==> config.mk <==
export PLATFORM = sky130hd
export DESIGN_NAME = cbsc_core
export DESIGN_NICKNAME = d
export VERILOG_FILES = /design/src/design/cbsc_pkg.sv /design/src/design/cbsc_core.sv
export SDC_FILE = /design/constraint.sdc
export NUM_CORES = 2
export LEC_CHECK = 0
export BUFFER_PORTS_ARGS = -buffer_cell sky130_fd_sc_hd__buf_2
export CORE_ASPECT_RATIO = 2
export CORE_MARGIN = 2
export CORE_UTILIZATION = 50
export DETAILED_ROUTE_END_ITERATION = 10
export GPL_ROUTABILITY_DRIVEN = 0
export PLACE_DENSITY = 0.76
export SLEW_MARGIN = 10
export SYNTH_ARGS = -nofsm -noshare
export SYNTH_HDL_FRONTEND = slang
export SYNTH_SLANG_ARGS = --single-unit
==> constraint.sdc <==
create_clock -name clock -period 10.8 [get_ports clock]
set_input_delay 2.16 -clock clock [delete_from_list [all_inputs] [get_ports clock]]
set_output_delay 2.16 -clock clock [all_outputs]
set_load 0.01 [all_outputs]
==> src/design/cbsc_pkg.sv <==
`default_nettype none

package cbsc_pkg;

   localparam int unsigned MAX_CHUNKS  = 256;
   localparam int unsigned CLASS_COUNT = 5;
   localparam int unsigned COUNT_W     = 9;
   localparam int unsigned CLASS_IDX_W = $clog2(CLASS_COUNT);

   typedef enum logic [1:0] {
      VERDICT_PENDING = 2'd0,
      VERDICT_VALID   = 2'd1,
      VERDICT_INVALID = 2'd2
   } verdict_type;

   typedef struct packed {
      logic [7:0]  avail_class;
      logic [31:0] chunk_position;
      logic [63:0] chunk_batch;
      logic [63:0] bundle_batch;
      logic [63:0] offset_in_class;
      logic [31:0] declared_length;
      logic [31:0] span_length;
      logic        span_absent;
      logic [63:0] bundle_total;
      logic        last_chunk;
   } req_type;

   typedef struct packed {
      verdict_type         verdict;
      logic                is_final;
      logic [COUNT_W-1:0]  chunks_counted;
   } rsp_type;

endpackage

`default_nettype wire

==> src/design/cbsc_core.sv <==
`default_nettype none

module cbsc_core (
   input  wire logic              clock,
   input  wire logic              reset,
   input  wire logic              step,
   input  wire cbsc_pkg::req_type item,
   output cbsc_pkg::rsp_type      result
);

   logic [63:0] offsets_ff [cbsc_pkg::CLASS_COUNT];
   logic [63:0] offsets_in [cbsc_pkg::CLASS_COUNT];
   logic [63:0] total_ff, total_in;
   logic [cbsc_pkg::CLASS_COUNT-1:0] seen_ff, seen_in;
   logic [cbsc_pkg::CLASS_IDX_W-1:0] prior_class_ff, prior_class_in;
   logic prior_empty_ff, prior_empty_in;
   logic [cbsc_pkg::COUNT_W-1:0] counter_ff, counter_in;
   logic failed_ff, failed_in;

   logic [cbsc_pkg::COUNT_W-1:0] count;
   logic over;
   logic cls_ok;
   logic [cbsc_pkg::CLASS_IDX_W-1:0] ci;
   logic [63:0] cur_off;
   logic [cbsc_pkg::CLASS_COUNT-1:0] cls_bit;
   logic len_zero;
   logic fail_early;
   logic bad;
   logic fail_all;
   logic update;
   logic [63:0] new_off;
   logic [63:0] new_total;
   logic [63:0] total_after;
   logic [cbsc_pkg::CLASS_COUNT-1:0] seen_after;
   logic ok;

   always_comb begin
      if (counter_ff > cbsc_pkg::COUNT_W'(cbsc_pkg::MAX_CHUNKS)) begin
         count = counter_ff;
      end else begin
         count = counter_ff + cbsc_pkg::COUNT_W'(1);
      end
      over = count > cbsc_pkg::COUNT_W'(cbsc_pkg::MAX_CHUNKS);

      cls_ok = (item.avail_class >= 8'd1) &&
               (item.avail_class <= 8'(cbsc_pkg::CLASS_COUNT));
      ci = item.avail_class[cbsc_pkg::CLASS_IDX_W-1:0] - cbsc_pkg::CLASS_IDX_W'(1);

      cur_off = '0;
      for (int k = 0; k < cbsc_pkg::CLASS_COUNT; k++) begin
         if (ci == cbsc_pkg::CLASS_IDX_W'(k)) begin
            cur_off = offsets_ff[k];
         end
      end
      cls_bit = cbsc_pkg::CLASS_COUNT'(1) << ci;
      len_zero = item.declared_length == 32'd0;

      fail_early = failed_ff || over || !cls_ok ||
                   (prior_empty_ff &&
                    item.avail_class == 8'(prior_class_ff));

      bad = (item.avail_class < 8'(prior_class_ff)) ||
            (item.chunk_position != 32'(counter_ff)) ||
            (item.chunk_batch != item.bundle_batch) ||
            (item.offset_in_class != cur_off) ||
            (item.declared_length != item.span_length) ||
            (item.span_absent && !len_zero) ||
            (len_zero && ((seen_ff & cls_bit) != '0));

      fail_all = fail_early || bad;
      update   = !fail_all;

      new_off   = cur_off + 64'(item.declared_length);
      new_total = total_ff + 64'(item.declared_length);

      total_after = update ? new_total : total_ff;
      seen_after  = update ? (seen_ff | cls_bit) : seen_ff;

      ok = !fail_all &&
           (count >= cbsc_pkg::COUNT_W'(cbsc_pkg::CLASS_COUNT)) &&
           (count <= cbsc_pkg::COUNT_W'(cbsc_pkg::MAX_CHUNKS)) &&
           (&seen_after) &&
           (total_after == item.bundle_total);

      result.is_final       = item.last_chunk;
      result.chunks_counted = count;
      if (item.last_chunk) begin
         result.verdict = ok ? cbsc_pkg::VERDICT_VALID : cbsc_pkg::VERDICT_INVALID;
      end else begin
         result.verdict = fail_all ? cbsc_pkg::VERDICT_INVALID
                                   : cbsc_pkg::VERDICT_PENDING;
      end
   end

   always_comb begin
      offsets_in     = offsets_ff;
      total_in       = total_ff;
      seen_in        = seen_ff;
      prior_class_in = prior_class_ff;
      prior_empty_in = prior_empty_ff;
      counter_in     = counter_ff;
      failed_in      = failed_ff;
      if (step) begin
         if (item.last_chunk) begin
            for (int k = 0; k < cbsc_pkg::CLASS_COUNT; k++) begin
               offsets_in[k] = '0;
            end
            total_in       = '0;
            seen_in        = '0;
            prior_class_in = '0;
            prior_empty_in = 1'b0;
            counter_in     = '0;
            failed_in      = 1'b0;
         end else begin
            counter_in = count;
            failed_in  = fail_all;
            if (update) begin
               for (int k = 0; k < cbsc_pkg::CLASS_COUNT; k++) begin
                  if (ci == cbsc_pkg::CLASS_IDX_W'(k)) begin
                     offsets_in[k] = new_off;
                  end
               end
               total_in       = new_total;
               seen_in        = seen_ff | cls_bit;
               prior_class_in = item.avail_class[cbsc_pkg::CLASS_IDX_W-1:0];
               prior_empty_in = len_zero;
            end
         end
      end
   end

   always_ff @(posedge clock) begin
      if (reset) begin
         for (int k = 0; k < cbsc_pkg::CLASS_COUNT; k++) begin
            offsets_ff[k] <= '0;
         end
         total_ff       <= '0;
         seen_ff        <= '0;
         prior_class_ff <= '0;
         prior_empty_ff <= 1'b0;
         counter_ff     <= '0;
         failed_ff      <= 1'b0;
      end else begin
         offsets_ff     <= offsets_in;
         total_ff       <= total_in;
         seen_ff        <= seen_in;
         prior_class_ff <= prior_class_in;
         prior_empty_ff <= prior_empty_in;
         counter_ff     <= counter_in;
         failed_ff      <= failed_in;
      end
   end

endmodule

`default_nettype wire

After elaboration in Yosys (flattened, before gate mapping)

Cells that the tools add are included.

Logic and storage cells: 98
Input port bits: 365
Output and inout port bits: 12
Flip-flop bits (word level): 403

Bitwise operators: 2
Reductions and logical operators: 36
Shifts and indexed selects: 1
Add/sub/neg operators: 4
Muxes and demuxes: 26
$lt $le $gt $ge: 7
Eq/ne operators: 11

Operators with widths:

| cell                  | count |
|---|---|
| $mux W64              | 12 |
| $mux W320             | 2 |
| $add A64 B32 Y64      | 2 |
| $ne A64 B64 Y1        | 2 |
| $eq A64 B64 Y1        | 1 |
| $logic_not A32 Y1     | 1 |
| $ne A32 B32 Y1        | 1 |
| $ne A32 B9 Y1         | 1 |
| $gt A9 B9 Y1 const B  | 2 |
| $mux W9               | 2 |
| $reduce_and A3 Y1     | 5 |
| $logic_or A1 B1 Y1    | 10 |
| $mux W5               | 2 |
| $reduce_bool A2 Y1    | 5 |
| $add A9 B1 Y9 const B | 1 |
| $ge A9 B3 Y1 const B  | 1 |
| $le A9 B9 Y1 const B  | 1 |
| $eq A8 B3 Y1          | 1 |
| $ge A8 B1 Y1 const B  | 1 |
| $le A8 B3 Y1 const B  | 1 |
| $logic_and A1 B1 Y1   | 8 |
| $lt A8 B3 Y1          | 1 |
| $eq A3 B2 Y1 const B  | 2 |
| $mux W2               | 3 |
| other kinds (14)      | 19 |

Logic depth before layout (Yosys ltp)

Word-level depth: 20
Gate-level depth with buffers: 24
Gate-level depth less buffers: 20

Worst setup path before layout

Ideal clock, no wire load.

Path kind: in2out
From: in item[355] (netlist bit)
To: out result[10] (netlist bit)
Slack: 2.219 ns
Data required time: 8.640 ns
Buffers on the path: 1
Cell stages on the path: 14
Arrival time: 6.421 ns
Path through: buf_6 > mux2_1 > a32o_1 > a211o_1 > or4_1 > or4b_1 > nor4_2 > nand4_2 > nor3b_4 > mux2_2 > a2111oi_0 > nand4_1 > or3_1 > nor4_1

RTL lines:

| element            | line           | text |
|---|---|---|
| start: declaration | cbsc_core.sv:7 | `input wire cbsc_pkg::req_type item,` |
| end: declaration   | cbsc_core.sv:8 | `output cbsc_pkg::rsp_type result` |

==> flow_summary.toml <==
[run_status]
status = "finished, violations left"
violations = "DRC"

[worst_setup_path]
timing.critical_path.arrival_ns = 8.52
cp_max_fo = 33
slowest_delay_ns = 0.84
crit_family = "simple AND/OR/NAND/NOR gates"
end_kind = "output pin"
crit_path_frequent_cell = "buf_4"
cp.required_ns = 8.64
worst-path-buf-inv = 6
cp-start-kind = "input port"
worstSetupPathType = "in2out"
crit_chain = "buf_4, buf_4, nand2b_1, buf_4, o221ai_1, o21a_1, and2_1, a2111oi_0, and4_1, nand4_2, nor3b_4, buf_4, mux2_2, a2111oi_0, nand4_1, or3_1, nor4_1, buf_4, buf_2"
cpMaxStageDelayCell = "a2111oi_0"

[logic_synthesis]
synthCells = 3372
synth.top_cells.by_area = "dfxtp_1, nand2_1, a21oi_1"
netlist_area_mm2 = 0.0261
synth_top_area_cell = "dfxtp_1"
ys_types = 94
yosysWarnings = 0
ys_ff_latch = 403
netlist.area_leader.share = 0.309
synth_area_per_cell_um2 = 7.75
synth_ff_type = "dfxtp_1"
ys_seq_area_frac = 0.309
synth_edf_count = 0
synthArstFlopShare = 0
synth_fp_nets = 3808

[final_layout]
area_delta_synth_final_pct = 14.5
fin_nets = 4093
fillers = 4914
finalCoreUtilization = 0.579
layout_commonest_cell = "nand2_1"
drive_gt1_frac = 0.165
most-common-layout-cells = "nand2_1, dfxtp_1, buf_2, nor2_1, a21oi_1"

[power]
vdd_drop_max_v = 0.000112
p_per_area_mw_per_mm2 = 121
leakage_nw = 11.7

[floorplan]
coreArea_mm2 = 0.0517
start_util = 0.505
rows = 118
chipHeight_um = 327
io_pins = 377
die_area_mm2 = 0.0542
die_w_um = 166

[grt]
grt_max_degree = 90
antenna_found_initial = 24
grt_usage = 0.449
overflow = 0
grt_pass1_wl_um = 180000
grt_pass1_vias = 27906

[timing]
rsz0062_at_grt = "no"
final.min_clock_period_ns = 10.68
setup_viol_count_final = 0
tightest_slew_ns = 1.38
max_freq_ghz = 0.0937
hold_viol_final = 0
period_share = 0.989
slew_violations = 0
worst_clock_skew_ns = 0.0206
fin_hold_ws_ns = 0.448
maxSlewHeadroom = 0.0790
final.setup.tns_ns = 0

[clocking]
cts_setup_buffers = 0
cts_buffers = 36
cts.sinks = 403
path_clk_slew_ns = 0.07
hold_buffers = 0
cts_root_buffer = "clkbuf_16"
cts_tree = "built"
insertion_delay_ns = 0.60
cts-resized-gates = 0
h-tree-depth = 2
cts_max_path_buffers = 3

[placement]
hpwl_um = 92400
io_buffer_count = 376

[detailed_routing]
drc = 1
first_pass_iters = 11
wl_per_cell_um = 28.9
first_iter_violations = 3660
ant_nets = 0
num_vias = 29528
wl_um = 126000
via_per_inst = 6.78

[min_path]
hold_path.class = "reg2reg"

[flow_run]
maxCapViolations = 0
[cells by family (layout without fill, tap and decap cells)]
group                    after synthesis  in the layout  synth area share
AO/OA/AOI/OAI                        901            901             0.229
XOR/XNOR                             270            270            0.0911
adder cells (fa/ha/maj)               71             71            0.0346
buffers and inverters                287            598            0.0447
flip-flops                           403            403             0.309
multiplexers                         128            128            0.0507
other                                  0             15                 0
AND/OR/NAND/NOR                     1312           1312             0.241
[synthesized netlist by cell type (all sizes together) (18+ instances only)]
master	count
nor2b	36
nor3	75
xnor2	151
a21oi	314
dfxtp	403
nor4	44
o21ai	134
ha	69
o21a	23
or3	33
a21o	38
and3	24
a22oi	50
a22o	91
clkbuf	144
mux2	34
nand3	45
xor2	118
o22ai	24
o211ai	18
nand4	59
nand2b	42
mux2i	94
nand2	499
buf	62
nor2	318
and2	25
a2111oi	23
inv	80
[report_power, final]
| part | internal (W) | leakage [nW] | switching (W) |
|---|---|---|---|
| clock network | 0.000715 | 0.586 | 0.000643 |
| logic | 0.000234 | 7.86 | 0.000493 |
| registers | 0.00152 | 3.26 | 0.0000244 |
| total | 0.00247 | 11.7 | 0.00116 |
[tightest hold or removal path: stages (launching register included)]
cell     delay, ns
dfxtp_1       0.31
nand2_1       0.05
a21oi_1       0.05
[registers in the layout (all words and copies together) (netlist names)]
signal,flops
prior_empty_ff,1
prior_class_ff,3
failed_ff,1
seen_ff,5
offsets_ff,320
counter_ff,9
total_ff,64
[final timing paths]
path	to	depth (start not counted)	start	slack, ns
worst max-delay path	result[10]	19	item[356]	0.12
worst min-delay path	offsets_ff[296]	2	offsets_ff[296]	0.45
worst min register to register	offsets_ff[296]	2	offsets_ff[296]	0.45
worst max register to register	offsets_ff[63]	17	offsets_ff[72]	4.54
[final cells by class]
type	instances	area, um^2	share of cell area
clock inverter	16	136	0.00456
timing repair buffer	453	2510	0.0841
sequential	403	8070	0.270
clock buffer	48	1050	0.0350
multi-input combinational	2682	17000	0.568
antenna	15	37.5	0.00125
tap	660	826	0.0276
inverter	81	304	0.0102
[per-stage QoR]
step | total power [W] | worst slack [ns] | cells | instance area [um^2]
after floorplan | 0.00194 | 2.22 | 3372 | 26100
after global placement | 0.00224 | 0.185 | 4277 | 28700
after detailed placement | 0.00224 | 0.142 | 4277 | 28700
after CTS | 0.00356 | 0.0959 | 4341 | 29800
after global routing | 0.00370 | 0.0969 | 4349 | 29900
final | 0.00363 | 0.123 | 4358 | 29900
[layer usage]
metal,GRT usage,share of wire
met5,0.00355,0.0012
met4,0.470,0.14
met3,0.184,0.13
met2,0.711,0.44
met1,0.426,0.30
Note: power is estimated with default switching activity, not from simulation.
